**config.mk**
```make
export PLATFORM = sky130hd
export DESIGN_NAME = tbrh_div
export DESIGN_NICKNAME = d
export VERILOG_FILES = /design/src/rtl/tbrh_div.sv
export VERILOG_INCLUDE_DIRS = /design/src /design/src/rtl
export SDC_FILE = /design/constraint.sdc
export NUM_CORES = 1
export LEC_CHECK = 0
export ABC_CLOCK_PERIOD_IN_PS = 1900
export CAP_MARGIN = 10
export CELL_PAD_IN_SITES_DETAIL_PLACEMENT = 0
export CELL_PAD_IN_SITES_GLOBAL_PLACEMENT = 1
export CORE_MARGIN = 4
export CORE_UTILIZATION = 45
export DETAILED_ROUTE_END_ITERATION = 16
export DONT_BUFFER_PORTS = 1
export PLACE_DENSITY_LB_ADDON = 0.1
export SLEW_MARGIN = 20
export SYNTH_ARGS = -nofsm -noshare
export SYNTH_HDL_FRONTEND = slang
export SYNTH_SLANG_ARGS = --single-unit
```
**constraint.sdc**
```tcl
create_clock -name i_clk -period 1.9 [get_ports i_clk]
set_input_delay 0.19 -clock i_clk [delete_from_list [all_inputs] [get_ports i_clk]]
set_output_delay 0.19 -clock i_clk [all_outputs]
set_load 0.05 [all_outputs]
```
**src/rtl/assert_macros.svh**
```systemverilog
// ----------------------------------------------------------------------------
// Assertion macros
// Concurrent assertion wrappers, empty when SYNTHESIS is defined.
// ----------------------------------------------------------------------------
`ifndef ASSERT_MACROS_SVH
`define ASSERT_MACROS_SVH
`ifndef SYNTHESIS
`define TBRH_ASSERT(lbl, clk, rst_n, prop, msg) \
    lbl: assert property (@(posedge clk) disable iff (!rst_n) prop) else $error(msg);
`define TBRH_ASSERT_ALWAYS(lbl, clk, prop, msg) \
    lbl: assert property (@(posedge clk) prop) else $error(msg);
`else
`define TBRH_ASSERT(lbl, clk, rst_n, prop, msg)
`define TBRH_ASSERT_ALWAYS(lbl, clk, prop, msg)
`endif
`endif

```
**src/rtl/tbrh_div.sv**
```systemverilog
// ----------------------------------------------------------------------------
// Restoring divider
// Unsigned divide, one quotient bit per cycle.
// ----------------------------------------------------------------------------
`include "assert_macros.svh"

module tbrh_div #(
    parameter int DIVIDEND_W = 26,
    parameter int DIVISOR_W  = 10
) (
    input  logic                  i_clk,
    input  logic                  i_rst_n,
    input  logic                  i_start,
    input  logic [DIVIDEND_W-1:0] i_dividend,
    input  logic [DIVISOR_W-1:0]  i_divisor,
    output logic                  o_done,
    output logic [DIVIDEND_W-1:0] o_quotient
);

    localparam int CNT_W = $clog2(DIVIDEND_W + 1);

    logic                  r_busy;
    logic                  r_done;
    logic [CNT_W-1:0]      r_cnt;
    logic [DIVISOR_W-1:0]  r_divisor;
    logic [DIVISOR_W-1:0]  r_rem;
    logic [DIVIDEND_W-1:0] r_quo;
    logic [DIVISOR_W:0]    w_trial;
    logic [DIVISOR_W:0]    w_diff;
    logic                  w_fit;

    assign w_trial = {r_rem, r_quo[DIVIDEND_W-1]};
    assign w_fit   = w_trial >= {1'b0, r_divisor};
    assign w_diff  = w_trial - {1'b0, r_divisor};

    always_ff @(posedge i_clk) begin
        if (!i_rst_n) begin
            r_busy <= 1'b0;
            r_done <= 1'b0;
            r_cnt  <= '0;
        end else begin
            r_done <= r_busy && (r_cnt == CNT_W'(1));
            if (i_start) begin
                r_busy <= 1'b1;
                r_cnt  <= CNT_W'(DIVIDEND_W);
            end else if (r_busy) begin
                r_cnt <= r_cnt - CNT_W'(1);
                if (r_cnt == CNT_W'(1)) begin
                    r_busy <= 1'b0;
                end
            end
        end
    end

    always_ff @(posedge i_clk) begin
        if (i_start) begin
            r_divisor <= i_divisor;
            r_rem     <= '0;
            r_quo     <= i_dividend;
        end else if (r_busy) begin
            r_rem <= w_fit ? w_diff[DIVISOR_W-1:0] : w_trial[DIVISOR_W-1:0];
            r_quo <= {r_quo[DIVIDEND_W-2:0], w_fit};
        end
    end

    assign o_done     = r_done;
    assign o_quotient = r_quo;

    `TBRH_ASSERT(a_done_pulse, i_clk, i_rst_n, o_done |=> !o_done, "done longer than one cycle")
    `TBRH_ASSERT(a_start_busy, i_clk, i_rst_n, i_start |=> r_busy, "start did not engage divider")
    `TBRH_ASSERT(a_busy_cnt, i_clk, i_rst_n, r_busy |-> (r_cnt != '0), "busy with empty count")

endmodule

```
==> reports/summary.txt, run 1 <==
status = finished, violations left
failing checks = hold timing, setup timing
post-layout min period = 2.125 ns
Slew Limit Fails = 0
max_slew headroom = 65.30%
fillers = 481
number of detailed-route iterations in the first pass = 4
crit start category = register
top cells by area, synth = edfxtp_1, dfxtp_1, mux2_2
slowest CP cell = edfxtp_1
CP delay by family, top = compound AO/OA/AOI/OAI gates
IO Port Bufs = 0
Worst Path Buf+Inv = 2
crit-path max FO = 5
Post-Synth Adder-Cell Area = 6.296%
Synth top area share = 40.00%
CP Data Arrival Time = 2.35 ns
layout cells sized above 1 = 35.38%
register area share after synthesis = 52.59%
n_diodes = 0
DR iter-0 viols = 60
cell area power density = 911.0 nW/µm²
wire per inst = 16.23 µm
Worst setup EP type = register
xor and xnor fraction of the mapped netlist area = 3.241%
H-tree levels = 2
Cells after Synth = 218
yosys warns = 0
GP Congestion = 0.7806
Area Growth Syn to Fin = 22.96%
initial antenna violation count = 0
Num Clock Sinks = 53
CTS tree = built
die area = 7309 µm²
Hold Path Class = in -> reg
hold slack final = -0.04904 ns
post-route setup slack = -0.2246 ns
fin nets = 311
Mapped Nets = 270
compound-gate portion of the synthesized area = 10.74%
Max Cap Violations = 0
area leader, netlist = edfxtp_1
FP Rows = 27
Simple-Gate Fraction of Synth Area = 9.120%
largest family of logic cells by synthesized area = multiplexers
clock latency on the worst-skew pair = 0.30 ns
clock root cell = clkbuf_8
Detailed Place HPWL = 3693 µm
critical path class = reg -> reg
Yosys cell types = 41
RSZ-0062 raised after global routing = yes
IO Pins = 66
Starting Density = 47.62%
chip height = 85.50 µm
Post-synth EDFFs = 36
P_leak = 1.286 nW
Total Wirelength = 5388 µm
CTS Buffer Depth = 2
synthesized area per cell = 12.40 µm²
Synth Flop Type = edfxtp_1
Worst Skew = 0.008501 ns
total gr overflow = 0
largest net degree at the start of global routing = 54
die width = 85.50 µm
Final Setup Violations = 11
# hold bufs at CTS = 11
mapped cell area = 2703 µm²
vias in the first global route = 1916
worst-margin pin slew = 0.5204 ns
global-route wire length before repair = 8887 µm
Tot GR Track Use = 14.96%
DRC viols = 0
Fin. Hold Viols = 9
crit share post-route = 111.8%
Yosys reg bits = 53
DP Area = 2998 µm²
Num CTS Buffers = 5
Worst-path clk slew = 0.09 ns
crit-path max cell delay = 0.41 ns
core area = 5675 µm²
critical-path cell list = inv_2 > ha_4 > a21o_1 > a211oi_2 > nand2b_1 > o21a_4 > buf_12 > mux2i_4 > a211oi_2
Post-Layout Inst Area = 3323 µm²
flop-to-flop setup slack = -0.22 ns
post-synthesis async set-or-reset flop share = 0%
multiplexer share of the synthesized area = 14.35%
Most Frequent Cell on Critical Path = a211oi_2
Post-DRT Antenna Nets = 0
DR vias = 1788
WP data required = 2.12 ns
VDD IR-drop max = 0.5207 mV
fmax = 470.7 MHz
vias per cell = 5.386
==> state kept, by name (all words and copies together), names as in the netlist <==
| name | count |
|---|---|
| o_done | 1 |
| o_quotient | 26 |
| r_busy | 1 |
| r_cnt | 5 |
| r_divisor | 10 |
| r_rem | 10 |
==> synth_stat cells (2+ instances only) <==
cell type and n:
a211oi_1 8, a211oi_2 2, a21o_1 2, a21oi_1 9, clkbuf_1 8, dfxtp_1 17
edfxtp_1 36, ha_1 12, inv_1 13, mux2_2 26, mux2i_1 8, nand2_1 7
nand2b_1 6, nand3_1 2, nor2_1 16, nor2b_1 5, nor3_1 4, o211ai_1 2
o21a_1 3, o22ai_1 2, or3_1 2, xnor2_1 5, xor2_1 5
==> logic make-up (layout without fill, tap and decap cells) <==
group                      after synthesis  count (layout)
AOI/OAI and AO/OA                       37              37
DFF                                     53              53
muxes                                   35              35
buffers and inverters                   22              64
and+or+nand+nor                         48              48
adders and majority gates               13              13
xor gates and xnor gates                10              10
==> worst register-to-register path, stage by stage, from the launching register on <==
cell and delay (ns):
edfxtp_1 0.41, inv_2 0.08, ha_4 0.19, a21o_1 0.19, a211oi_2 0.30, nand2b_1 0.13, o21a_4 0.25, buf_12 0.15
mux2i_4 0.18, a211oi_2 0.19
==> worst paths after layout <==
kind,cells after the start,start,endpoint
worst max-delay path,9,r_divisor[8],r_rem[1]
worst min-delay path,1,i_start,r_rem[1]
worst max register to register,9,r_divisor[8],r_rem[1]
worst min register to register,2,r_cnt[4],o_done
==> routing by layer <==
metal	GRT usage, %	share of wire, %	vias up
met4	3.022	0.58	0
met2	24.15	49	61
met1	18.67	43	846
li1	-	-	877
met5	0	0	-
met3	6.628	8.0	4
==> cell type report <==
class | count | area [µm²] | area share [%]
Clock buffer | 6 | 72.57 | 2.184
Clock inverter | 2 | 16.27 | 0.4895
Inverter | 13 | 48.80 | 1.468
Multi-Input combinational cell | 143 | 1294 | 38.93
Sequential cell | 53 | 1421 | 42.77
Tap cell | 72 | 90.09 | 2.711
Timing Repair Buffer | 43 | 380.4 | 11.45
==> through the flow <==
step                total power, mW  instances  setup slack [ns]  utilization (%)  setup TNS [ns]
floorplan                     2.129        218           -0.4162                -          -3.808
detailed placement            2.314        311           -0.2175            52.82          -1.880
CTS                           2.994        331           -0.1932            57.23          -1.670
global route                  3.213        332           -0.3213            58.55          -3.092
global placement              2.299        311           -0.1763            52.82          -1.541
finish                        3.028        332           -0.2246            58.55          -1.940
==> power by group <==
part,switching (mW),internal [mW],total [mW]
clock network,0.360,0.263,0.623
registers,0.277,1.37,1.64
logic,0.337,0.424,0.761
==> cell usage in the layout, fill, tap and decap left out, drive strengths merged, types with 3 or more instances in the layout <==
| cell type | instances |
|---|---|
| mux2 | 27 |
| a21oi | 9 |
| nand2 | 7 |
| dfxtp | 17 |
| nand2b | 6 |
| inv | 13 |
| xnor2 | 5 |
| a211oi | 10 |
| a21o | 3 |
| nor3 | 4 |
| o21a | 4 |
| buf | 31 |
| xor2 | 5 |
| nor2b | 5 |
| mux2i | 8 |
| clkbuf | 7 |
| dlygate4sd3 | 11 |
| edfxtp | 36 |
| ha | 12 |
| nor2 | 16 |
==> repair_timing <==
item	CTS	global route
gates cloned	0	1
setup buffers	2	1
resized for setup	6	10
pin swaps	5	15
setup endpoints to repair	11	11
endpoints found under the hold margin	33	19
No activity file was read; power rests on OpenSTA's default activity.
==> inputs of run 2 (changes only) <==
- ABC_AREA: default -> 1
- CORE_UTILIZATION: 45 -> 41
==> run 2 against run 1 <==
  * The flow now finishes without violations
  * Largest power group unchanged
  * Power shrank 11%
  * Design area shrank 3.8%
  * Utilization fell by 9.1 points
  * Cell count increased by 33%
  * Maximum frequency is 17% higher
  * Critical path type unchanged
  * Wire length increased by 13%
==> reports/summary.txt, run 2 <==
commonest non-fill, non-tap cell in the layout = nand2_1
status = completed
max_slew headroom = 60.78% (-4.5 points)
GP Congestion = 0.8089 (+3.6%)
Most Frequent Cell on Critical Path = nand2_1
initial antenna violation count = 0 (unchanged)
vias per cell = 4.957 (-8.0%)
top cells by area, synth = edfxtp_1, nand2_1, dfxtp_1
Yosys reg bits = 53 (unchanged)
slowest CP cell = edfxtp_1
CTS tree = built
fin cells = 440 (+33%)
Starting Density = 43.16% (-4.5 points)
post-layout min period = 1.810 ns (-0.3151 ns)
DRC viols = 0 (unchanged)
clock latency on the worst-skew pair = 0.31 ns (about the same)
area leader, netlist = edfxtp_1
Area Growth Syn to Fin = 14.63%
crit share post-route = 95.24% (-17 points)
TNS Setup = 0 ns (+1.940 ns)
WP data required = 2.12 ns (about the same)
die width = 90.46 µm (+5.8%)
Max Cap Violations = 0 (unchanged)
CP Data Arrival Time = 2.03 ns (-0.32 ns)
fmax = 552.6 MHz (+17%)
VDD IR-drop max = 0.4644 mV (-11%)
Num Clock Sinks = 53 (unchanged)
Synth Flop Type = edfxtp_1
worst-margin pin slew = 0.5863 ns (+0.06589 ns)
H-tree levels = 2 (unchanged)
number of detailed-route iterations in the first pass = 4 (unchanged)
hold path endpoint = r_busy
IO Port Bufs = 0 (unchanged)
die area = 8182 µm² (+12%)
Design Power = 2.690 mW (-11%)
Tot GR Track Use = 15.50% (+0.54 points)
fin nets = 414 (+33%)
RSZ-0062 raised after global routing = yes
Synth top area share = 38.78% (-1.2 points)
critical path class = reg -> reg
register area share after synthesis = 50.99% (-1.6 points)
Detailed Place HPWL = 4346 µm (+18%)
Worst setup EP type = register
global-route wire length before repair = 10270 µm (+16%)
mapped cell area = 2788 µm² (+3.1%)
largest net degree at the start of global routing = 31 (-43%)
Num CTS Buffers = 5 (unchanged)
chip height = 90.46 µm (+5.8%)
Hold Path Class = in -> reg
synthesized area per cell = 8.151 µm² (-34%)
Slew Limit Fails = 0 (unchanged)
DP Cell Count = 416 (+34%)
FP Rows = 29 (+7.4%)
critical-path cell list = inv_2 > ha_4 > inv_4 > fa_2 > nand3_2 > nand2_4 > nand2_2 > nand2_1 > nand2_1 > nand2_1 > inv_1 > nand2_1 > nand3_1 > nand2_1
hold_sp = i_rst_n
Yosys cell types = 31 (-24%)
Post-synth EDFFs = 36 (unchanged)
crit-path max cell delay = 0.42 ns (about the same)
WHS Path Cells = 2 (+1)
vias in the first global route = 2138 (+12%)
Fin. Hold Viols = 0 (-9)
depth of the worst register-to-register path = 14 (+5)
core area = 6459 µm² (+14%)
most frequent cells in the layout = nand2_1, inv_1, edfxtp_1
crit start category = register
cell area power density = 841.7 nW/µm² (-7.6%)
wire per inst = 13.88 µm (-14%)
post-synthesis async set-or-reset flop share = 0% (unchanged)
fillers = 658 (+37%)
total gr overflow = 0 (unchanged)
Post-DRT Antenna Nets = 0 (unchanged)
CTS Buffer Depth = 2 (unchanged)
Final Setup Violations = 0 (-11)
DR iter-0 viols = 87 (+45%)
DR vias = 2181 (+22%)
layout cells sized above 1 = 11.02% (-24 points)
clock root cell = clkbuf_8
Post-synth top cells = nand2_1, inv_1, edfxtp_1, nand3_1
max reg flops = 26 (unchanged)
n_diodes = 0 (unchanged)
most frequent cell after synthesis = nand2_1
IO Pins = 66 (unchanged)
Mapped Nets = 394 (+46%)
Total Wirelength = 6106 µm (+13%)
yosys warns = 0 (unchanged)
Worst-path clk slew = 0.10 ns (about the same)
Worst Skew = 0.008282 ns (-0.0002194 ns)
critical register-to-register path endpoint = r_rem[6]
P_leak = 1.544 nW (+20%)
flop-to-flop setup slack = 0.09 ns (+0.32 ns)
crit-path max FO = 3 (-2)
R2R Path Start = o_quotient[25]
Cells after Synth = 342 (+57%)
==> run 2: cell count changes in the layout (fill, tap and decap cells not counted), moves of 4 or more <==
| cell | delta |
|---|---|
| inv_1 | +33 |
| xor2_1 | -4 |
| nor2b_1 | -5 |
| nand2_2 | +6 |
| buf_4 | -20 |
| nand2b_1 | -5 |
| mux2i_1 | -6 |
| nand2_1 | +134 |
| a211oi_2 | -5 |
| mux2_2 | -26 |
| nand3_1 | +21 |
| nand3b_1 | +5 |
| a211oi_1 | -5 |
==> run 2: what timing repair did <==
item | 4_1_cts | 5_1_grt
endpoints found under the hold margin | 20 | 0
gates resized for setup | 0 | 15
endpoints found under the setup margin | 0 | 11
hold buffers | 11 | 0
buffers inserted | 0 | 4
==> run 2: how the worst max path moves through the flow <==
stage                    from  cells past startpoint  slack, ns        to
3_3_place_gp   o_quotient[25]                     14       0.05  r_rem[6]
6_report       o_quotient[25]                     14       0.09  r_rem[6]
5_1_grt        o_quotient[25]                     14      -0.04  r_rem[6]
2_1_floorplan  o_quotient[25]                     14      -0.02  r_rem[6]
3_5_place_dp   o_quotient[25]                     14       0.04  r_rem[6]
4_1_cts        o_quotient[25]                     14       0.02  r_rem[6]
==> run 2: cell type report <==
type	count	area [µm²]	share of cell area, %
Sequential cell	53	1421	44.48
Timing Repair Buffer	21	185.2	5.795
Inverter	46	177.7	5.560
Clock buffer	6	93.84	2.937
Multi-Input combinational cell	235	1207	37.78
Tap cell	77	96.34	3.015
Clock inverter	2	13.76	0.4307
==> run 2: per-stage QoR <==
stage                     setup slack (ns)  utilization, %  hold WS, ns  instance area [µm²]
after global routing              -0.03880           49.48      0.01540                 3196
after detailed placement           0.04475           44.67       0.2889                 2885
after global placement             0.05066           44.67       0.2889                 2885
after CTS                          0.02496           48.04      0.01397                 3103
final                              0.09046           49.48      0.02376                 3196
after floorplan                   -0.01853               -       0.2889                 2798
==> run 2: report_power, final <==
part           leakage [nW]  internal [mW]  total [mW]  switching (mW)
clock                0.0567          0.343       0.741           0.398
sequential            0.503           1.34        1.59           0.250
combinational         0.984          0.145       0.357           0.211
==> run 2: cell families (layout without fill, tap and decap cells) <==
kind of cell    after synthesis  in the layout  share of synthesized area (%)
flops                        53             53                          50.99
buf+inv                      55             75                          8.124
xor+xnor                      3              3                         0.9427
fa+ha+maj                    13             13                          6.104
compound gates               17             17                          3.815
simple gates                201            202                          30.03
==> run 2: routing by layer <==
metal	vias to the layer above	wire, µm	global-route usage [%]
li1	1124	-	-
met1	991	2777	19.99
met2	58	2810	25.14
met3	8	444	4.833
met4	0	73	4.209
met5	-	0	0
==> run 2: critical path: cells and delay by family (launching register included) <==
kind	cells	cell delay (ns)
buffers and inverters	3	0.19
and+or+nand+nor	9	0.58
adders and majority gates	2	0.53
DFF	1	0.42
==> inputs of run 3 (changes only) <==
- PLACE_DENSITY: default -> 0.7
- PLACE_DENSITY_LB_ADDON: 0.1 -> default
==> run 3 against run 2 <==
  * Non-clock buffer count grew 3
  * Critical path depth unchanged
  * Critical path type unchanged
  * Die area did not move
  * Global-route usage fell by 0.14 points
  * Largest cell class unchanged
  * Largest power group unchanged
  * Sequential share of layout area down 0.16 points
  * Clock power shrank 4.6%
==> reports/summary.txt, run 3 (same netlist as run 2, synthesis figures left out) <==
routing usage on met1 = 20.23% (+0.24 points)
worst-margin pin slew = 0.5337 ns (-0.05268 ns)
R2R Path Start = o_quotient[25]
Num Clock Sinks = 53 (unchanged)
CP Data Arrival Time = 2.01 ns (-0.02 ns)
max_slew headroom = 64.31% (+3.5 points)
Worst-path clk slew = 0.10 ns (about the same)
WHS Path Cells = 2 (unchanged)
IO Pins = 66 (unchanged)
chip height = 90.46 µm (unchanged)
global-route wire length before repair = 10150 µm (-1.2%)
commonest non-fill, non-tap cell in the layout = nand2_1
slowest CP cell = edfxtp_1
cell area power density = 826.6 nW/µm² (-1.8%)
DP Area = 2920 µm² (+1.2%)
WP data required = 2.11 ns (about the same)
FP Rows = 29 (unchanged)
clock latency on the worst-skew pair = 0.32 ns (about the same)
clock root cell = clkbuf_8
hold path endpoint = r_busy
met3 Use GR = 4.333% (-0.50 points)
Starting Density = 43.16% (unchanged)
critical path class = reg -> reg
CTS tree = built
status = completed
Most Frequent Cell on Critical Path = nand2_1
vias per cell = 4.894 (-1.3%)
VDD IR-drop max = 0.4101 mV (-12%)
largest net degree at the start of global routing = 31 (unchanged)
crit-path max FO = 3 (unchanged)
Fin. Hold Viols = 0 (unchanged)
final core utilization = 49.65% (+0.17 points)
DRC viols = 0 (unchanged)
fmax = 554.3 MHz (+0.31%)
CTS Buffer Depth = 2 (unchanged)
post-layout min period = 1.804 ns (-0.005537 ns)
P_leak = 1.562 nW (+1.2%)
DR iter-0 viols = 78 (-10%)
total gr overflow = 0 (unchanged)
RSZ-0062 raised after global routing = yes
Area Growth Syn to Fin = 15.04%
core area = 6459 µm² (unchanged)
Worst Skew = 0.01229 ns (+0.004013 ns)
Tot GR Track Use = 15.36% (-0.14 points)
Total Wirelength = 6062 µm (-0.72%)
crit-path max cell delay = 0.42 ns (about the same)
depth of the worst register-to-register path = 14 (unchanged)
vias in the first global route = 2116 (-1.0%)
critical-path cell list = inv_2 > ha_1 > inv_2 > fa_2 > nand3_2 > nand2_4 > nand2_4 > nand2_1 > nand2_1 > nand2_1 > inv_1 > nand2_1 > nand3_1 > nand2_1
fin nets = 416 (+0.48%)
n_diodes = 0 (unchanged)
Num CTS Buffers = 5 (unchanged)
Worst setup EP type = register
layout cells sized above 1 = 11.23% (+0.21 points)
Slew Limit Fails = 0 (unchanged)
fin cells = 442 (+0.45%)
initial antenna violation count = 0 (unchanged)
die width = 90.46 µm (unchanged)
Hold Path Class = in -> reg
Post-DRT Antenna Nets = 0 (unchanged)
Detailed Place HPWL = 4416 µm (+1.6%)
Post-Layout Inst Area = 3207 µm² (+0.35%)
DP Cell Count = 419 (+0.72%)
most frequent cells in the layout = nand2_1, inv_1, edfxtp_1
DR vias = 2163 (-0.83%)
number of detailed-route iterations in the first pass = 4 (unchanged)
critical register-to-register path endpoint = r_rem[6]
M2 GR Usage = 24.21% (-0.93 points)
wire per inst = 13.71 µm (-1.2%)
gr busiest metal = met2
IO Port Bufs = 0 (unchanged)
Max Cap Violations = 0 (unchanged)
flop-to-flop setup slack = 0.1 ns (about the same)
GP Congestion = 0.8302 (+2.6%)
max reg flops = 26 (unchanged)
die area = 8182 µm² (unchanged)
H-tree levels = 2 (unchanged)
hold_sp = i_rst_n
crit share post-route = 94.95% (-0.29 points)
crit start category = register
Final Setup Violations = 0 (unchanged)
## run 3: worst max-delay path, delay by kind of cell (launching register included)
family | cells | cell delay [ns]
fa+ha+maj | 2 | 0.55
buf+inv | 3 | 0.19
flops | 1 | 0.42
simple gates | 9 | 0.53
## run 3: metal layers
| metal | vias up | share of wire (%) | wire, µm |
|---|---|---|---|
| li1 | 1124 | - | - |
| met4 | 0 | 1.6 | 95 |
| met2 | 54 | 45 | 2706 |
| met5 | - | 0 | 0 |
| met3 | 10 | 6.1 | 372 |
| met1 | 975 | 48 | 2887 |
## run 3: how the worst max path moves through the flow
stage | startpoint | end | slack [ns]
floorplan | o_quotient[25] | r_rem[6] | -0.02
finish | o_quotient[25] | r_rem[6] | 0.1
global route | o_quotient[25] | r_rem[8] | -0.01
global placement | o_quotient[25] | r_rem[6] | 0.07
CTS | o_quotient[25] | r_rem[6] | 0.04
detailed placement | o_quotient[25] | r_rem[6] | 0.08
## run 3: layout make-up
| class | instances | area, µm² |
|---|---|---|
| Sequential cell | 53 | 1421 |
| Multi-Input combinational cell | 234 | 1195 |
| Inverter | 46 | 175.2 |
| Tap cell | 77 | 96.34 |
| Timing Repair Buffer | 24 | 220.2 |
| Clock inverter | 2 | 16.27 |
| Fill cell | 639 | 3252 |
| Clock buffer | 6 | 82.58 |
## run 3: through the flow
| stage | setup slack, ns | total power [mW] | setup TNS [ns] | hold WS [ns] |
|---|---|---|---|---|
| after floorplan | -0.01853 | 1.846 | -0.01853 | 0.2889 |
| after detailed placement | 0.07637 | 1.931 | 0 | 0.2889 |
| after global placement | 0.07168 | 1.931 | 0 | 0.2889 |
| after global routing | -0.01435 | 2.788 | -0.02389 | 0.01646 |
| final | 0.09599 | 2.651 | 0 | 0.01562 |
| after CTS | 0.04279 | 2.657 | 0 | 0.007713 |
## run 3: repair_timing
item | in CTS | in global routing
setup buffers | 0 | 4
hold buffers | 11 | 0
gates resized for setup | 0 | 13
endpoints found under the hold margin | 20 | 0
setup endpoints to repair | 0 | 9
## run 3: power breakdown
part / switching [mW] / internal, mW
sequential: 0.249 / 1.34
combinational: 0.210 / 0.144
clock: 0.405 / 0.301
total: 0.864 / 1.79
